<file path="config.mk">
export PLATFORM = sky130hd
export DESIGN_NAME = rgb_to_hsv_converter
export DESIGN_NICKNAME = d
export VERILOG_FILES = /design/src/rtl/core/rgbhsv_pkg.sv /design/src/rtl/core/rgbhsv_front.sv /design/src/rtl/core/rgbhsv_cell.sv /design/src/rtl/core/rgbhsv_back.sv /design/src/rtl/core/rgb_to_hsv_converter.sv
export SDC_FILE = /design/constraint.sdc
export NUM_CORES = 2
export LEC_CHECK = 0
export ABC_AREA = 1
export ABC_CLOCK_PERIOD_IN_PS = 58000
export BUFFER_PORTS_ARGS = -buffer_cell sky130_fd_sc_hd__buf_2
export CORE_ASPECT_RATIO = 0.6
export CORE_MARGIN = 2
export CORE_UTILIZATION = 40
export DETAILED_ROUTE_END_ITERATION = 6
export HOLD_SLACK_MARGIN = 0.15
export PLACE_DENSITY = 0.53
export SETUP_SLACK_MARGIN = 0.5
export SLEW_MARGIN = 20
export SYNTH_ARGS = -nofsm -noshare
export SYNTH_HDL_FRONTEND = slang
export SYNTH_SLANG_ARGS = --single-unit
export TNS_END_PERCENT = 100
</file>
<file path="constraint.sdc">
create_clock -name aclk -period 58 [get_ports aclk]
set_clock_uncertainty 0.15 [all_clocks]
set_input_delay 11.6 -clock aclk [delete_from_list [all_inputs] [get_ports aclk]]
set_output_delay 11.6 -clock aclk [all_outputs]
set_load 0.005 [all_outputs]
</file>
<file path="src/rtl/core/rgbhsv_pkg.sv">
// rgb to hsv converter: shared types and constants
// used by every module of the converter, no dependencies
`default_nettype none

package rgbhsv_pkg;

    localparam int unsigned CHAN_W    = 8;
    localparam int unsigned QUO_W     = 16;
    localparam int unsigned DIVD_W    = CHAN_W + QUO_W;
    localparam int unsigned HUE_W     = 15;
    localparam int unsigned SAT_W     = 16;
    localparam int unsigned HUE_Q_W   = 12;
    localparam int unsigned NUM_CELLS = QUO_W;
    localparam int unsigned IN_W      = 32;
    localparam int unsigned OUT_W     = 40;

    localparam logic [HUE_W-1:0] HUE_RED_BASE   = 15'd0;
    localparam logic [HUE_W-1:0] HUE_GREEN_BASE = 15'd7680;
    localparam logic [HUE_W-1:0] HUE_BLUE_BASE  = 15'd15360;
    localparam logic [HUE_W-1:0] HUE_FULL_TURN  = 15'd23040;

    // one long-division lane: bits holds unconsumed dividend bits above,
    // quotient bits shifted in from below
    typedef struct packed {
        logic [CHAN_W-1:0] divisor;
        logic [CHAN_W-1:0] rem;
        logic [QUO_W-1:0]  bits;
    } rgbhsv_lane_t;

    typedef struct packed {
        logic              grey;
        logic              wrap_neg;
        logic [HUE_W-1:0]  base;
        logic [CHAN_W-1:0] value;
    } rgbhsv_side_t;

    typedef struct packed {
        rgbhsv_side_t side;
        rgbhsv_lane_t sat;
        rgbhsv_lane_t hue;
    } rgbhsv_stage_t;

endpackage

`default_nettype wire

</file>
<file path="src/rtl/core/rgbhsv_front.sv">
// front stage: max, min, sector and the two dividends for the cell chain
// depends on rgbhsv_pkg
`default_nettype none

module rgbhsv_front
    import rgbhsv_pkg::*;
(
    input  wire logic                aclk,
    input  wire logic                aresetn,
    input  wire logic                en,
    input  wire logic                valid_in,
    input  wire logic [IN_W-1:0]     pixel_argb,
    output logic                     valid_out,
    output rgbhsv_stage_t            stage_out
);

    logic [CHAN_W-1:0] r, g, b, mx, mn, delta, pos, neg, diff;
    logic              is_neg;
    logic [HUE_W-1:0]  base;
    logic [DIVD_W-1:0] sat_num, hue_num;
    rgbhsv_stage_t     stage_next, stage_reg;
    logic              valid_reg;

    always_comb begin
        r = pixel_argb[23:16];
        g = pixel_argb[15:8];
        b = pixel_argb[7:0];
        mx = r;
        if (g > mx) mx = g;
        if (b > mx) mx = b;
        mn = r;
        if (g < mn) mn = g;
        if (b < mn) mn = b;
        delta = mx - mn;

        // red wins ties, then green
        if (r >= mx) begin
            pos = g; neg = b; base = HUE_RED_BASE;
        end else if (g >= mx) begin
            pos = b; neg = r; base = HUE_GREEN_BASE;
        end else begin
            pos = r; neg = g; base = HUE_BLUE_BASE;
        end
        is_neg = (pos < neg);
        diff   = is_neg ? (neg - pos) : (pos - neg);
        if (is_neg && (base == HUE_RED_BASE)) base = HUE_FULL_TURN;

        // 65280*delta and 3840*diff by shifts
        sat_num = ({delta, 16'd0}) - ({8'd0, delta, 8'd0});
        hue_num = ({4'd0, diff, 12'd0}) - ({8'd0, diff, 8'd0});

        stage_next.side.grey     = (delta == '0);
        stage_next.side.wrap_neg = is_neg;
        stage_next.side.base     = base;
        stage_next.side.value    = mx;
        stage_next.sat.divisor   = mx;
        stage_next.sat.rem       = sat_num[DIVD_W-1:QUO_W];
        stage_next.sat.bits      = sat_num[QUO_W-1:0];
        stage_next.hue.divisor   = delta;
        stage_next.hue.rem       = hue_num[DIVD_W-1:QUO_W];
        stage_next.hue.bits      = hue_num[QUO_W-1:0];
    end

    always_ff @(posedge aclk) begin
        if (!aresetn) begin
            valid_reg <= 1'b0;
        end else if (en) begin
            valid_reg <= valid_in;
        end
    end

    always_ff @(posedge aclk) begin
        if (en) begin
            stage_reg <= stage_next;
        end
    end

    assign valid_out = valid_reg;
    assign stage_out = stage_reg;

endmodule

`default_nettype wire

</file>
<file path="src/rtl/core/rgbhsv_cell.sv">
// one cell of the division chain: a restoring step on both lanes
// depends on rgbhsv_pkg
`default_nettype none

module rgbhsv_cell
    import rgbhsv_pkg::*;
(
    input  wire logic          aclk,
    input  wire logic          aresetn,
    input  wire logic          en,
    input  wire logic          valid_in,
    input  wire rgbhsv_stage_t stage_in,
    output logic               valid_out,
    output rgbhsv_stage_t      stage_out
);

    function automatic rgbhsv_lane_t lane_step(input rgbhsv_lane_t lane);
        logic [CHAN_W+1:0] trial;
        logic [CHAN_W:0]   shifted;
        rgbhsv_lane_t      res;
        shifted = {lane.rem, lane.bits[QUO_W-1]};
        trial   = {1'b0, shifted} - {2'b00, lane.divisor};
        res.divisor = lane.divisor;
        if (!trial[CHAN_W+1]) begin
            res.rem  = trial[CHAN_W-1:0];
            res.bits = {lane.bits[QUO_W-2:0], 1'b1};
        end else begin
            // remainder below divisor, so the top bit is clear
            res.rem  = shifted[CHAN_W-1:0];
            res.bits = {lane.bits[QUO_W-2:0], 1'b0};
        end
        return res;
    endfunction

    rgbhsv_stage_t stage_next, stage_reg;
    logic          valid_reg;

    always_comb begin
        stage_next.side = stage_in.side;
        stage_next.sat  = lane_step(stage_in.sat);
        stage_next.hue  = lane_step(stage_in.hue);
    end

    always_ff @(posedge aclk) begin
        if (!aresetn) begin
            valid_reg <= 1'b0;
        end else if (en) begin
            valid_reg <= valid_in;
        end
    end

    always_ff @(posedge aclk) begin
        if (en) begin
            stage_reg <= stage_next;
        end
    end

    assign valid_out = valid_reg;
    assign stage_out = stage_reg;

endmodule

`default_nettype wire

</file>
<file path="src/rtl/core/rgbhsv_back.sv">
// back stage: hue from sector base and quotient, output register
// depends on rgbhsv_pkg
`default_nettype none

module rgbhsv_back
    import rgbhsv_pkg::*;
(
    input  wire logic          aclk,
    input  wire logic          aresetn,
    input  wire logic          en,
    input  wire logic          valid_in,
    input  wire rgbhsv_stage_t stage_in,
    output logic               valid_out,
    output logic [HUE_W-1:0]   hue_fixed,
    output logic [SAT_W-1:0]   saturation_fixed,
    output logic [CHAN_W-1:0]  value_level
);

    logic [HUE_W-1:0]  q, hue_next, hue_reg;
    logic [SAT_W-1:0]  sat_next, sat_reg;
    logic [CHAN_W-1:0] val_reg;
    logic              valid_reg;

    always_comb begin
        q = {{(HUE_W-HUE_Q_W){1'b0}}, stage_in.hue.bits[HUE_Q_W-1:0]};
        // negative offset truncates toward minus: round the quotient up
        if (stage_in.side.wrap_neg) begin
            hue_next = stage_in.side.base - q
                     - {{(HUE_W-1){1'b0}}, (stage_in.hue.rem != '0)};
        end else begin
            hue_next = stage_in.side.base + q;
        end
        sat_next = stage_in.sat.bits;
        if (stage_in.side.grey) begin
            hue_next = '0;
            sat_next = '0;
        end
    end

    always_ff @(posedge aclk) begin
        if (!aresetn) begin
            valid_reg <= 1'b0;
        end else if (en) begin
            valid_reg <= valid_in;
        end
    end

    always_ff @(posedge aclk) begin
        if (en) begin
            hue_reg <= hue_next;
            sat_reg <= sat_next;
            val_reg <= stage_in.side.value;
        end
    end

    assign valid_out        = valid_reg;
    assign hue_fixed        = hue_reg;
    assign saturation_fixed = sat_reg;
    assign value_level      = val_reg;

endmodule

`default_nettype wire

</file>
<file path="src/rtl/core/rgb_to_hsv_converter.sv">
// rgb to hsv converter top level: front stage, chain of division cells, back stage
// depends on rgbhsv_pkg, rgbhsv_front, rgbhsv_cell, rgbhsv_back
//
//  channel   dir  tdata fields (low bit up)                       tuser  tlast
//  s_axis    in   pixel_argb[31:0]                                none   none
//  m_axis    out  hue_fixed[14:0] saturation_fixed[30:15]
//                 value_level[38:31], bit 39 zero                 none   none
//
// one request accepted every cycle while the output is not stalled; a result passes
// the front stage, 16 division cells at one quotient bit each, and the output register
// all stages advance together; a stalled output holds the whole chain and
// s_axis_tready falls with it
// synchronous active-low reset clears the valid bits only
`default_nettype none

module rgb_to_hsv_converter
    import rgbhsv_pkg::*;
(
    input  wire logic              aclk,
    input  wire logic              aresetn,
    input  wire logic              s_axis_tvalid,
    output logic                   s_axis_tready,
    input  wire logic [IN_W-1:0]   s_axis_tdata,   // pixel_argb
    output logic                   m_axis_tvalid,
    input  wire logic              m_axis_tready,
    output logic [OUT_W-1:0]       m_axis_tdata    // hue_fixed, saturation_fixed, value_level
);

    logic                en;
    logic                valid_chain [NUM_CELLS+1];
    rgbhsv_stage_t       stage_chain [NUM_CELLS+1];
    logic [HUE_W-1:0]    hue_fixed;
    logic [SAT_W-1:0]    saturation_fixed;
    logic [CHAN_W-1:0]   value_level;

    assign en            = m_axis_tready | ~m_axis_tvalid;
    assign s_axis_tready = en;

    rgbhsv_front u_front (
        .aclk       (aclk),
        .aresetn    (aresetn),
        .en         (en),
        .valid_in   (s_axis_tvalid),
        .pixel_argb (s_axis_tdata),
        .valid_out  (valid_chain[0]),
        .stage_out  (stage_chain[0])
    );

    for (genvar i = 0; i < NUM_CELLS; i++) begin : g_cell
        rgbhsv_cell u_cell (
            .aclk      (aclk),
            .aresetn   (aresetn),
            .en        (en),
            .valid_in  (valid_chain[i]),
            .stage_in  (stage_chain[i]),
            .valid_out (valid_chain[i+1]),
            .stage_out (stage_chain[i+1])
        );
    end

    rgbhsv_back u_back (
        .aclk             (aclk),
        .aresetn          (aresetn),
        .en               (en),
        .valid_in         (valid_chain[NUM_CELLS]),
        .stage_in         (stage_chain[NUM_CELLS]),
        .valid_out        (m_axis_tvalid),
        .hue_fixed        (hue_fixed),
        .saturation_fixed (saturation_fixed),
        .value_level      (value_level)
    );

    assign m_axis_tdata = {{(OUT_W-HUE_W-SAT_W-CHAN_W){1'b0}},
                           value_level, saturation_fixed, hue_fixed};

endmodule

`default_nettype wire

</file>
==> impl_metrics.json <==
{
  "status": "finished clean",
  "use_met2": 0.178,
  "use_met3": 0.0272,
  "dieArea_mm2": 0.116,
  "rows": 95,
  "initialDrtViolationCount": 1647,
  "gp_congestion": 0.809,
  "whs_ns": 0.228,
  "ios": 78,
  "drive_gt1_frac": 0.0763,
  "avgSynthCellArea_um2": 12.0,
  "finalMaxSlewViolations": 0,
  "htreeDepth": 3,
  "fmax_mhz": 41.0,
  "grt_first_pass_wirelength_um": 124000,
  "critPathRequiredTime_ns": 46.25,
  "post_cts_buffers": 0,
  "viasPerCell": 4.60,
  "rsz0062_at_grt": "no",
  "synth_area_leader_cell": "edfxtp_1",
  "yosysTopAreaCellShare": 0.635,
  "grt_pass1_vias": 24200,
  "finalCriticalPeriod_ns": 24.40,
  "synth_area_mm2": 0.0454,
  "power.density_mw_per_mm2": 65.2,
  "final.setup.tns_ns": 0,
  "ys.flop_type": "edfxtp_1",
  "worst_pin_slew_ns": 1.02,
  "syn_inst": 3779,
  "clock-root-buffer": "clkbuf_16",
  "slew-limit-headroom": 0.318,
  "die_w_um": 439,
  "clk_pin_slew_ns": 0.06,
  "hpwl_um": 50800,
  "drv_cap": 0,
  "holdPathStages": 0,
  "numCtsBuffers": 95,
  "gr-usage-all-layers": 0.129,
  "cp_max_fo": 75,
  "min_path_type": "reg -> reg",
  "synthTopCellsByArea": "edfxtp_1 64%, ha_1 8.9%, inv_1 4.9%, a21oi_1 3.7%, nand2_1 3.6%",
  "r2r_cells": 8,
  "drc": 0,
  "hold_viol": 0,
  "setup_viol": 0,
  "numPortBuffers": 68,
  "ys_ff_latch": 979,
  "use_met1": 0.202,
  "dr.pass1.iters": 7,
  "final_nets": 4298,
  "crit_type": "in -> out",
  "cp-end-kind": "output port",
  "async_reset_ff_frac": 0,
  "p_leak_nw": 21.7,
  "synth-edff-count": 961,
  "busiest_layer": "met1",
  "synth_warnings": 0,
  "vias": 25200,
  "synth_cell_types": 55,
  "grt_max_degree": 80,
  "core-area_mm2": 0.112,
  "wl_um": 73700,
  "synth_nets": 4171,
  "avgRoutedWirePerCell_um": 13.4,
  "antenna_found_initial": 1,
  "finalCritPeriodShare": 0.421,
  "grt_overflow": 0,
  "cp.arrival_ns": 12.65,
  "area_growth_pct": 11.6,
  "clk_path_buf_depth": 3,
  "hold_buffers": 0,
  "postCtsResizedCells": 0,
  "start_util": 0.405,
  "ant_nets": 0,
  "cts_sinks": 979,
  "insertion_delay_ns": 0.70,
  "seq_area_frac_synth": 0.643,
  "cp-start-kind": "input port",
  "cts_tree": "built",
  "power_w": 0.00330,
  "vdd_ir_drop_max_mv": 0.0377,
  "die_y_um": 265
}
-- placed cells by master, fill, tap and decap left out, types with 3 or more instances in the layout --
cell,netlist,layout
a211oi_1,7,7
a21o_1,4,4
a21oi_1,338,338
a31oi_1,13,13
buf_2,2,68
buf_4,3,16
bufinv_16,0,10
clkbuf_1,47,13
clkbuf_16,0,95
clkinv_1,1,20
clkinv_16,0,4
clkinv_2,0,20
clkinv_4,0,4
clkinvlp_4,0,4
dfxtp_1,18,18
edfxtp_1,961,961
fa_1,34,34
ha_1,322,322
inv_1,587,587
inv_2,12,12
nand2_1,431,431
nand2_2,20,20
nand2_4,4,4
nand3_1,59,59
nand3_2,7,7
nand3b_1,3,3
nand4_1,16,16
nor2_1,381,380
nor2_2,6,7
nor2_4,3,3
nor3_1,21,21
o21a_1,5,5
o21ai_0,224,224
o21ai_1,8,8
o21bai_1,4,4
o31ai_1,15,15
or2_2,16,16
xnor2_1,66,66
xor2_1,116,116
-- sequential cells by signal (all words and copies together) (netlist names) --
register                 cells
g_cell.u_cell.stage_out    871
u_front.stage_out           51
g_cell.u_cell.valid_out     16
u_back.saturation_fixed     16
u_back.hue_fixed            15
u_back.value_level           8
u_back.valid_out             1
u_front.valid_out            1
-- layout make-up --
| type | instances | area (µm²) |
|---|---|---|
| fillers | 10100 | 61500 |
| flip-flops and latches | 979 | 29200 |
| multi-input cells | 2146 | 13700 |
| clock buffers | 108 | 2430 |
| inverters | 600 | 2260 |
| well taps | 1503 | 1880 |
| clock inverters | 65 | 709 |
| repair buffers | 84 | 460 |
| diodes | 2 | 5.00 |
-- per-stage QoR --
stage	utilization	worst slack [ns]	std cells	cell area [µm²]
after floorplan	-	8.38	3779	45400
after global placement	0.424	33.59	5312	47500
after detailed placement	0.424	33.59	5312	47500
after CTS	0.452	33.59	5485	50700
after global routing	0.452	33.53	5486	50700
final	0.452	33.60	5487	50700
-- critical path: stages --
cell and delay (ns):
buf_2 0.08, nor2_1 0.03, buf_4 0.19, inv_8 0.39, buf_2 0.23
-- worst paths after layout --
kind                                  start                             end  slack, ns
min          g_cell[7].u_cell.stage_out[34]  g_cell[8].u_cell.stage_out[35]       0.23
min reg2reg  g_cell[7].u_cell.stage_out[34]  g_cell[8].u_cell.stage_out[35]       0.23
max                           m_axis_tready                   s_axis_tready      33.60
max reg2reg                u_back.valid_out  g_cell[13].u_cell.stage_out[4]      53.11
-- cells by family after synthesis --
logic type	count (synthesis)	synth area share
mux	1	0.000220
buf+inv	654	0.0547
compound gates	629	0.0727
flops	979	0.643
simple gates	975	0.0893
fa+ha+maj	356	0.104
other cells	1	0.0000826
xor+xnor	184	0.0358
-- power by group --
part	internal, W	switching [W]
Combinational	0.000531	0.000771
Clock	0.000349	0.000271
Sequential	0.00124	0.000138
Total	0.00212	0.00118
-- synth_stat cells, types with 2 or more instances --
cell      count
xor2_1      116
dfxtp_1      18
fa_1         34
nand3_2       7
o21ai_0     224
a211oi_1      7
buf_2         2
nor2_4        3
xnor2_1      66
o31ai_1      15
o21a_1        5
nor3_1       21
nor2_2        6
nand3_1      59
nand2_1     431
inv_2        12
nor4_1        2
a31oi_1      13
nand4_1      16
clkbuf_1     47
o21bai_1      4
edfxtp_1    961
o21ai_1       8
and2_1        2
nand2_2      20
ha_1        322
a21o_1        4
inv_1       587
a21oi_1     338
buf_6         2
nor2_1      381
or2_2        16
nand2_4       4
nand3b_1      3
buf_4         3
-- routing by layer --
metal,wire (µm),vias to the layer above
li1,-,13200
met1,40400,11600
met2,28800,306
met3,2830,108
met4,1580,0
met5,0,-
Note: power is estimated with default switching activity, not from simulation.
